[src/sv/assert_macros.svh]
// ----------------------------------------------------------------------------
// Assertion macros
// Shared concurrent assertion shorthands for the scaler RTL.
// ----------------------------------------------------------------------------
`ifndef ASSERT_MACROS_SVH
`define ASSERT_MACROS_SVH
`ifndef SYNTHESIS
// property must hold at every clock edge outside reset
`define ASSERT_PROP(label, clk, rst, prop) \
   label: assert property (@(posedge clk) disable iff (rst) prop) \
      else $error("assertion failed");
// condition must never be true outside reset
`define ASSERT_NEVER(label, clk, rst, cond) \
   label: assert property (@(posedge clk) disable iff (rst) !(cond)) \
      else $error("forbidden condition seen");
`else
`define ASSERT_PROP(label, clk, rst, prop)
`define ASSERT_NEVER(label, clk, rst, cond)
`endif
`endif

[src/sv/mfbs_pkg.sv]
// ----------------------------------------------------------------------------
// mfbs_pkg
// Constants, codes and controller/datapath interface types of the scaler.
// ----------------------------------------------------------------------------
`default_nettype none
package mfbs_pkg;

   localparam int MAX_LW      = 128;
   localparam int MAX_LH      = 64;
   localparam int MAX_PW      = 256;
   localparam int MAX_PH      = 128;
   localparam int STORE_DEPTH = ((MAX_LW + 7) / 8) * MAX_LH;
   localparam int ADDR_W      = $clog2(STORE_DEPTH);
   localparam int DIV_W       = 16;

   typedef enum logic [1:0] {
      REQ_WRITE = 2'd0,
      REQ_CLEAR = 2'd1,
      REQ_READ  = 2'd2,
      REQ_NONE  = 2'd3
   } req_kind_type;

   typedef enum logic [1:0] {
      REG_LW = 2'd0,
      REG_LH = 2'd1,
      REG_PW = 2'd2,
      REG_PH = 2'd3
   } csr_reg_type;

   typedef enum logic [3:0] {
      ST_CLEAR,
      ST_IDLE,
      ST_DISPATCH,
      ST_WR_READ,
      ST_WR_WRITE,
      ST_DIVY_GO,
      ST_DIVY_WAIT,
      ST_BIT_CHK,
      ST_DIVX_WAIT,
      ST_MEM_READ,
      ST_BIT_SET,
      ST_RESULT
   } state_type;

   typedef struct packed {
      logic accept;
      logic clr_write;
      logic wr_read;
      logic wr_write;
      logic divy_start;
      logic sy_load;
      logic divx_start;
      logic sx_load;
      logic mem_read;
      logic bit_set;
      logic out_load;
   } cmd_type;

   typedef struct packed {
      req_kind_type kind;
      logic         clr_last;
      logic         wr_ok;
      logic         rd_in_range;
      logic         div_done;
      logic         bit_past;
      logic         bit_last;
      logic         out_free;
   } status_type;

endpackage
`default_nettype wire

[src/sv/mfbs_ctrl.sv]
// ----------------------------------------------------------------------------
// mfbs_ctrl
// Sequencer for pixel writes, store clears and scaled byte reads.
// ----------------------------------------------------------------------------
`default_nettype none
`include "assert_macros.svh"
module mfbs_ctrl (
   input  wire logic                 clock,
   input  wire logic                 reset,
   input  wire logic                 req_tvalid,
   output logic                      req_tready,
   input  wire mfbs_pkg::status_type sts,
   output mfbs_pkg::cmd_type         cmd
);

   mfbs_pkg::state_type state_ff, state_in;

   // next state
   always_comb begin
      state_in = state_ff;
      case (state_ff)
         mfbs_pkg::ST_CLEAR: begin
            if (sts.clr_last) state_in = mfbs_pkg::ST_IDLE;
         end
         mfbs_pkg::ST_IDLE: begin
            if (req_tvalid) state_in = mfbs_pkg::ST_DISPATCH;
         end
         mfbs_pkg::ST_DISPATCH: begin
            case (sts.kind)
               mfbs_pkg::REQ_WRITE:
                  state_in = sts.wr_ok ? mfbs_pkg::ST_WR_READ : mfbs_pkg::ST_IDLE;
               mfbs_pkg::REQ_CLEAR: state_in = mfbs_pkg::ST_CLEAR;
               mfbs_pkg::REQ_READ:
                  state_in = sts.rd_in_range ? mfbs_pkg::ST_DIVY_GO : mfbs_pkg::ST_RESULT;
               default: state_in = mfbs_pkg::ST_IDLE;
            endcase
         end
         mfbs_pkg::ST_WR_READ:   state_in = mfbs_pkg::ST_WR_WRITE;
         mfbs_pkg::ST_WR_WRITE:  state_in = mfbs_pkg::ST_IDLE;
         mfbs_pkg::ST_DIVY_GO:   state_in = mfbs_pkg::ST_DIVY_WAIT;
         mfbs_pkg::ST_DIVY_WAIT: begin
            if (sts.div_done) state_in = mfbs_pkg::ST_BIT_CHK;
         end
         mfbs_pkg::ST_BIT_CHK: begin
            state_in = sts.bit_past ? mfbs_pkg::ST_RESULT : mfbs_pkg::ST_DIVX_WAIT;
         end
         mfbs_pkg::ST_DIVX_WAIT: begin
            if (sts.div_done) state_in = mfbs_pkg::ST_MEM_READ;
         end
         mfbs_pkg::ST_MEM_READ:  state_in = mfbs_pkg::ST_BIT_SET;
         mfbs_pkg::ST_BIT_SET: begin
            state_in = sts.bit_last ? mfbs_pkg::ST_RESULT : mfbs_pkg::ST_BIT_CHK;
         end
         mfbs_pkg::ST_RESULT: begin
            if (sts.out_free) state_in = mfbs_pkg::ST_IDLE;
         end
         default: state_in = mfbs_pkg::ST_IDLE;
      endcase
   end

   // commands
   always_comb begin
      cmd        = '0;
      req_tready = 1'b0;
      case (state_ff)
         mfbs_pkg::ST_CLEAR: cmd.clr_write = 1'b1;
         mfbs_pkg::ST_IDLE: begin
            req_tready = 1'b1;
            cmd.accept = req_tvalid;
         end
         mfbs_pkg::ST_WR_READ:   cmd.wr_read    = 1'b1;
         mfbs_pkg::ST_WR_WRITE:  cmd.wr_write   = 1'b1;
         mfbs_pkg::ST_DIVY_GO:   cmd.divy_start = 1'b1;
         mfbs_pkg::ST_DIVY_WAIT: cmd.sy_load    = sts.div_done;
         mfbs_pkg::ST_BIT_CHK:   cmd.divx_start = !sts.bit_past;
         mfbs_pkg::ST_DIVX_WAIT: cmd.sx_load    = sts.div_done;
         mfbs_pkg::ST_MEM_READ:  cmd.mem_read   = 1'b1;
         mfbs_pkg::ST_BIT_SET:   cmd.bit_set    = 1'b1;
         mfbs_pkg::ST_RESULT:    cmd.out_load   = sts.out_free;
         default: cmd = '0;
      endcase
   end

   always_ff @(posedge clock) begin
      if (reset) begin
         state_ff <= mfbs_pkg::ST_CLEAR;
      end else begin
         state_ff <= state_in;
      end
   end

   `ASSERT_PROP(a_clear_walk_holds, clock, reset,
      (state_ff == mfbs_pkg::ST_CLEAR && !sts.clr_last) |=> state_ff == mfbs_pkg::ST_CLEAR)
   `ASSERT_PROP(a_divx_then_wait, clock, reset,
      cmd.divx_start |=> state_ff == mfbs_pkg::ST_DIVX_WAIT)
   `ASSERT_NEVER(a_ram_port_clash, clock, reset,
      (cmd.clr_write || cmd.wr_write) && (cmd.wr_read || cmd.mem_read))

endmodule
`default_nettype wire

[config.mk]
export PLATFORM = sky130hd
export DESIGN_NAME = mfbs_ctrl
export DESIGN_NICKNAME = d
export VERILOG_FILES = /design/src/sv/mfbs_pkg.sv /design/src/sv/mfbs_ctrl.sv
export VERILOG_INCLUDE_DIRS = /design/src /design/src/sv
export SDC_FILE = /design/constraint.sdc
export NUM_CORES = 1
export LEC_CHECK = 0
export BUFFER_PORTS_ARGS = -buffer_cell sky130_fd_sc_hd__buf_4
export CAP_MARGIN = 20
export CORE_AREA = 5 5 42 44
export DETAILED_ROUTE_END_ITERATION = 8
export DIE_AREA = 0 0 47 49
export GPL_TIMING_DRIVEN = 0
export PLACE_DENSITY = 0.75
export SLEW_MARGIN = 5
export SYNTH_ARGS = -nofsm -noshare
export SYNTH_HDL_FRONTEND = slang
export SYNTH_SLANG_ARGS = --single-unit
[constraint.sdc]
create_clock -name clock -period 1.7 [get_ports clock]
set_clock_uncertainty 0.05 [all_clocks]
set_input_delay 0.17 -clock clock [delete_from_list [all_inputs] [get_ports clock]]
set_output_delay 0.17 -clock clock [all_outputs]
set_load 0.03 [all_outputs]
**Word level (Yosys, flattened, before mapping)**

Index checks and enable logic that the tools add are counted.

- Bits in registers: 4
- Input bits: 12
- Output and inout bits: 12
- Logic and storage cells: 46

- Equality and inequality tests: 18
- Muxes and demuxes: 23
- Reductions and logical operators: 4

Operator list:

| cell | number |
|---|---|
| $pmux W4 S11 | 1 |
| $mux W4 | 7 |
| $eq A4 B3 Y1 const B | 4 |
| $eq A4 B4 Y1 const B | 4 |
| $mux W1 | 12 |
| $pmux W4 S3 | 1 |
| $ne A2 B2 Y1 const B | 5 |
| $eq A4 B2 Y1 const B | 2 |
| $reduce_and A5 Y1 | 1 |
| $eq A4 B1 Y1 const B | 1 |
| $logic_not A4 Y1 | 1 |
| $mux W2 | 2 |
| $eq A2 B1 Y1 const B | 1 |
| $eq A2 B2 Y1 const B | 1 |
| $logic_not A2 Y1 | 1 |
| $logic_not A1 Y1 | 1 |

**Depth between registers and ports, before layout**

- Depth after elaboration: 3
- Mapped depth: 7
- Depth with buffers taken out: 5

**Least setup slack after synthesis**

OpenSTA, ideal clock, no wires.

- Path kind: reg-to-output
- From: register state_ff[2]
- To: output port cmd[3] (netlist bit)
- Arrival: 1.659 ns
- Data required time: 1.480 ns
- Slack: -0.179 ns
- Stages on the path, launching flop included: 4
- Buffers on the path: 1
- Cells stage by stage: dfxtp_1 > buf_2 > or2b_1 > nor4_1

RTL lines:

| element | line | text |
|---|---|---|
| start, declared | mfbs_ctrl.sv:16 | `mfbs_pkg::state_type state_ff, state_in;` |
| start signal, assigned | mfbs_ctrl.sv:86 | `state_ff <= mfbs_pkg::ST_CLEAR;` |
| start signal, assigned | mfbs_ctrl.sv:88 | `state_ff <= state_in;` |
| end, declared | mfbs_ctrl.sv:13 | `output mfbs_pkg::cmd_type cmd` |

==> impl_metrics.json <==
{
  "fin_cells": 110,
  "worst_path_max_delay_cell": "dfxtp_1",
  "synth_cells": 69,
  "whs_path_depth": 2,
  "start_kind": "flip-flop",
  "ir_drop_mv": 0.428,
  "syn_to_final_growth_pct": 45.8,
  "io_pins": 24,
  "numClockSinks": 4,
  "grt_setup_unrepaired": "false",
  "drt-total-wl_microns": 1420,
  "dieArea_sq_mm": 0.00230,
  "rr_worst_depth": 6,
  "fin_crit_ns": 1.60,
  "yosysUniqueCellTypes": 33,
  "worstMarginPinSlew_ns": 0.385,
  "netlist.area_leader.share_pct": 16.2,
  "finalSetupViolations": 0,
  "synthFlopType": "dfxtp_1",
  "place_inst": 108,
  "fill_cells": 148,
  "synth_area_leader_cell": "dfxtp_1",
  "grt_pass1_wl_microns": 2220,
  "final_cell_area_sq_um": 721,
  "hold_viol_final": 0,
  "p_leak_nw": 0.311,
  "cpPeakStageDelay_ns": 0.30,
  "maxSlewViolCount": 0,
  "numPortBuffers": 23,
  "drv_cap": 0,
  "insertion_delay_ns": 0.24,
  "crit_path_end_kind": "output port",
  "crit_fanout": 10,
  "cts_setup_buffers": 0,
  "worstPathRequired_ns": 1.48,
  "antenna_found_initial": 0,
  "setup_ws_ns": 0.0954,
  "synth.avg_cell_area_sq_um": 7.16,
  "vias_per_cell": 5.34,
  "start_util_pct": 35.3,
  "largest_reg_flops": 4,
  "rows": 14,
  "ys_ff_latch": 4,
  "relSlewSlack_pct": 74.0,
  "drc": 0,
  "crit_chain": "buf_6 > or2_1 > buf_6 > nor2_2 > and2_1 > buf_4",
  "reg.largest.list": "state_ff: 4 flops",
  "synth-edff-count": 0,
  "critical_path_depth": 6,
  "tns_ns": 0,
  "ctsHtreeMaxLevel": 1,
  "die_y_microns": 49,
  "cts_buffers": 3,
  "fmax_ghz": 0.623,
  "drtAntennaViolNets": 0,
  "fp.dieW_microns": 47,
  "path_buf_inv": 3,
  "dpl_cell_area_sq_um": 696,
  "clk_pin_slew_ns": 0.04,
  "cts_hold_buf": 0,
  "finalCritPeriodShare_pct": 94.4,
  "drt-pass1-iter-count": 4,
  "vias": 587,
  "power.density_mw_per_mm2": 675,
  "grt_overflow": 0,
  "met2_length_microns": 682,
  "clockRootBuffer": "clkbuf_4",
  "yosysSeqAreaShare_pct": 16.2,
  "wl_per_cell_microns": 12.9,
  "grt_max_degree": 11,
  "grt_pass1_vias": 543,
  "syn_nets": 81,
  "status": "completed",
  "synthTopCellsByArea": "dfxtp_1 (16%), nor2_1 (8.4%), a21oi_1 (7.1%)",
  "worstHoldPathType": "input port to flip-flop",
  "place_hpwl_microns": 1150,
  "netlist_area_sq_um": 494,
  "finalPower_uw": 486,
  "synthAdderAreaFrac_pct": 0,
  "drive_gt1_share_pct": 40.4,
  "cts_resized": 0,
  "synth_top_family_by_area": "simple AND/OR/NAND/NOR gates",
  "routed.top_layer": "met3",
  "arrival_ns": 1.38,
  "core_area_sq_mm": 0.00140,
  "cts_tree": "built",
  "yosys.area_share.simple_pct": 42.5,
  "drt_iter0_drc": 17,
  "gp_congestion": 0.837,
  "track_usage_pct": 12.7,
  "regMostFlops": "state_ff",
  "synthMuxAreaShare_pct": 4.05,
  "clock_path_buffers": 2,
  "synthArstFlopShare_pct": 0,
  "wl_met3_microns": 99,
  "hold_slack_ns": 0.0698,
  "critPathMostFrequentCell": "buf_6",
  "synth_compound_area_share_pct": 25.1,
  "diodes": 0,
  "place_ws_ns": 0.0875,
  "layout.nets": 108,
  "final_util_pct": 51.4,
  "wl_met1_microns": 633,
  "synthXorXnorAreaFrac_pct": 1.77,
  "worst-setup-path-type": "flip-flop to output port",
  "synth_warnings": 0,
  "cp_top_family": "simple AND/OR/NAND/NOR gates"
}
[logic make-up (layout without fill, tap and decap cells)]
| kind of cell | count (synthesis) | in the layout |
|---|---|---|
| AO/OA/AOI/OAI | 17 | 17 |
| XOR/XNOR | 1 | 1 |
| buffers and inverters | 8 | 33 |
| flip-flops | 4 | 4 |
| multiplexers | 2 | 2 |
| AND/OR/NAND/NOR | 37 | 37 |
[area by class of cell]
type                       instances  area, sq um  share of cell area [%]
buffer                             5         42.5                    5.90
tap                               16         20.0                    2.78
clock buffer                       3         22.5                    3.13
timing repair buffer              23          173                    24.0
multi-input combinational         57          375                    52.1
inverter                           2         7.51                    1.04
sequential                         4         80.1                    11.1
[final timing paths]
kind	start	end	slack, ns
setup reg to reg	state_ff[2]$_SDFFE_PP0P_	state_ff[0]$_SDFFE_PP0P_	0.18
hold reg to reg	state_ff[1]$_SDFFE_PP0P_	state_ff[1]$_SDFFE_PP0P_	0.61
hold / removal	reset	state_ff[2]$_SDFFE_PP0P_	0.07
setup / recovery	state_ff[3]$_SDFFE_PP0P_	cmd[10]	0.1
[metal layers]
layer	vias to the layer above	global-route usage (%)
li1	303	-
met1	260	16.8
met2	24	19.9
met3	0	3.69
met4	0	2.76
met5	-	0
[cells in the mapped netlist, types with 2 or more instances]
cell type   n
nor2_1     11
buf_6       2
o21ai_0     2
dfxtp_1     4
buf_2       2
nand2_1     4
mux2i_1     2
a21oi_1     7
inv_1       2
nor3_1      7
nand2b_1    4
[layout by cell type, fill, tap and decap left out, drive strengths merged, types with 2 or more instances in the layout]
cell type | synthesis | final
a21oi | 8 | 8
buf | 5 | 27
clkbuf | 1 | 4
dfxtp | 4 | 4
inv | 2 | 2
mux2i | 2 | 2
nand2 | 4 | 4
nand2b | 5 | 5
nor2 | 11 | 11
nor3 | 8 | 8
o21ai | 3 | 3
[power by group]
part	switching [mW]	total [mW]	internal, mW
Sequential	0.0162	0.120	0.103
Clock	0.0398	0.119	0.0790
Combinational	0.135	0.248	0.113
(Power assumes the default switching activity.)
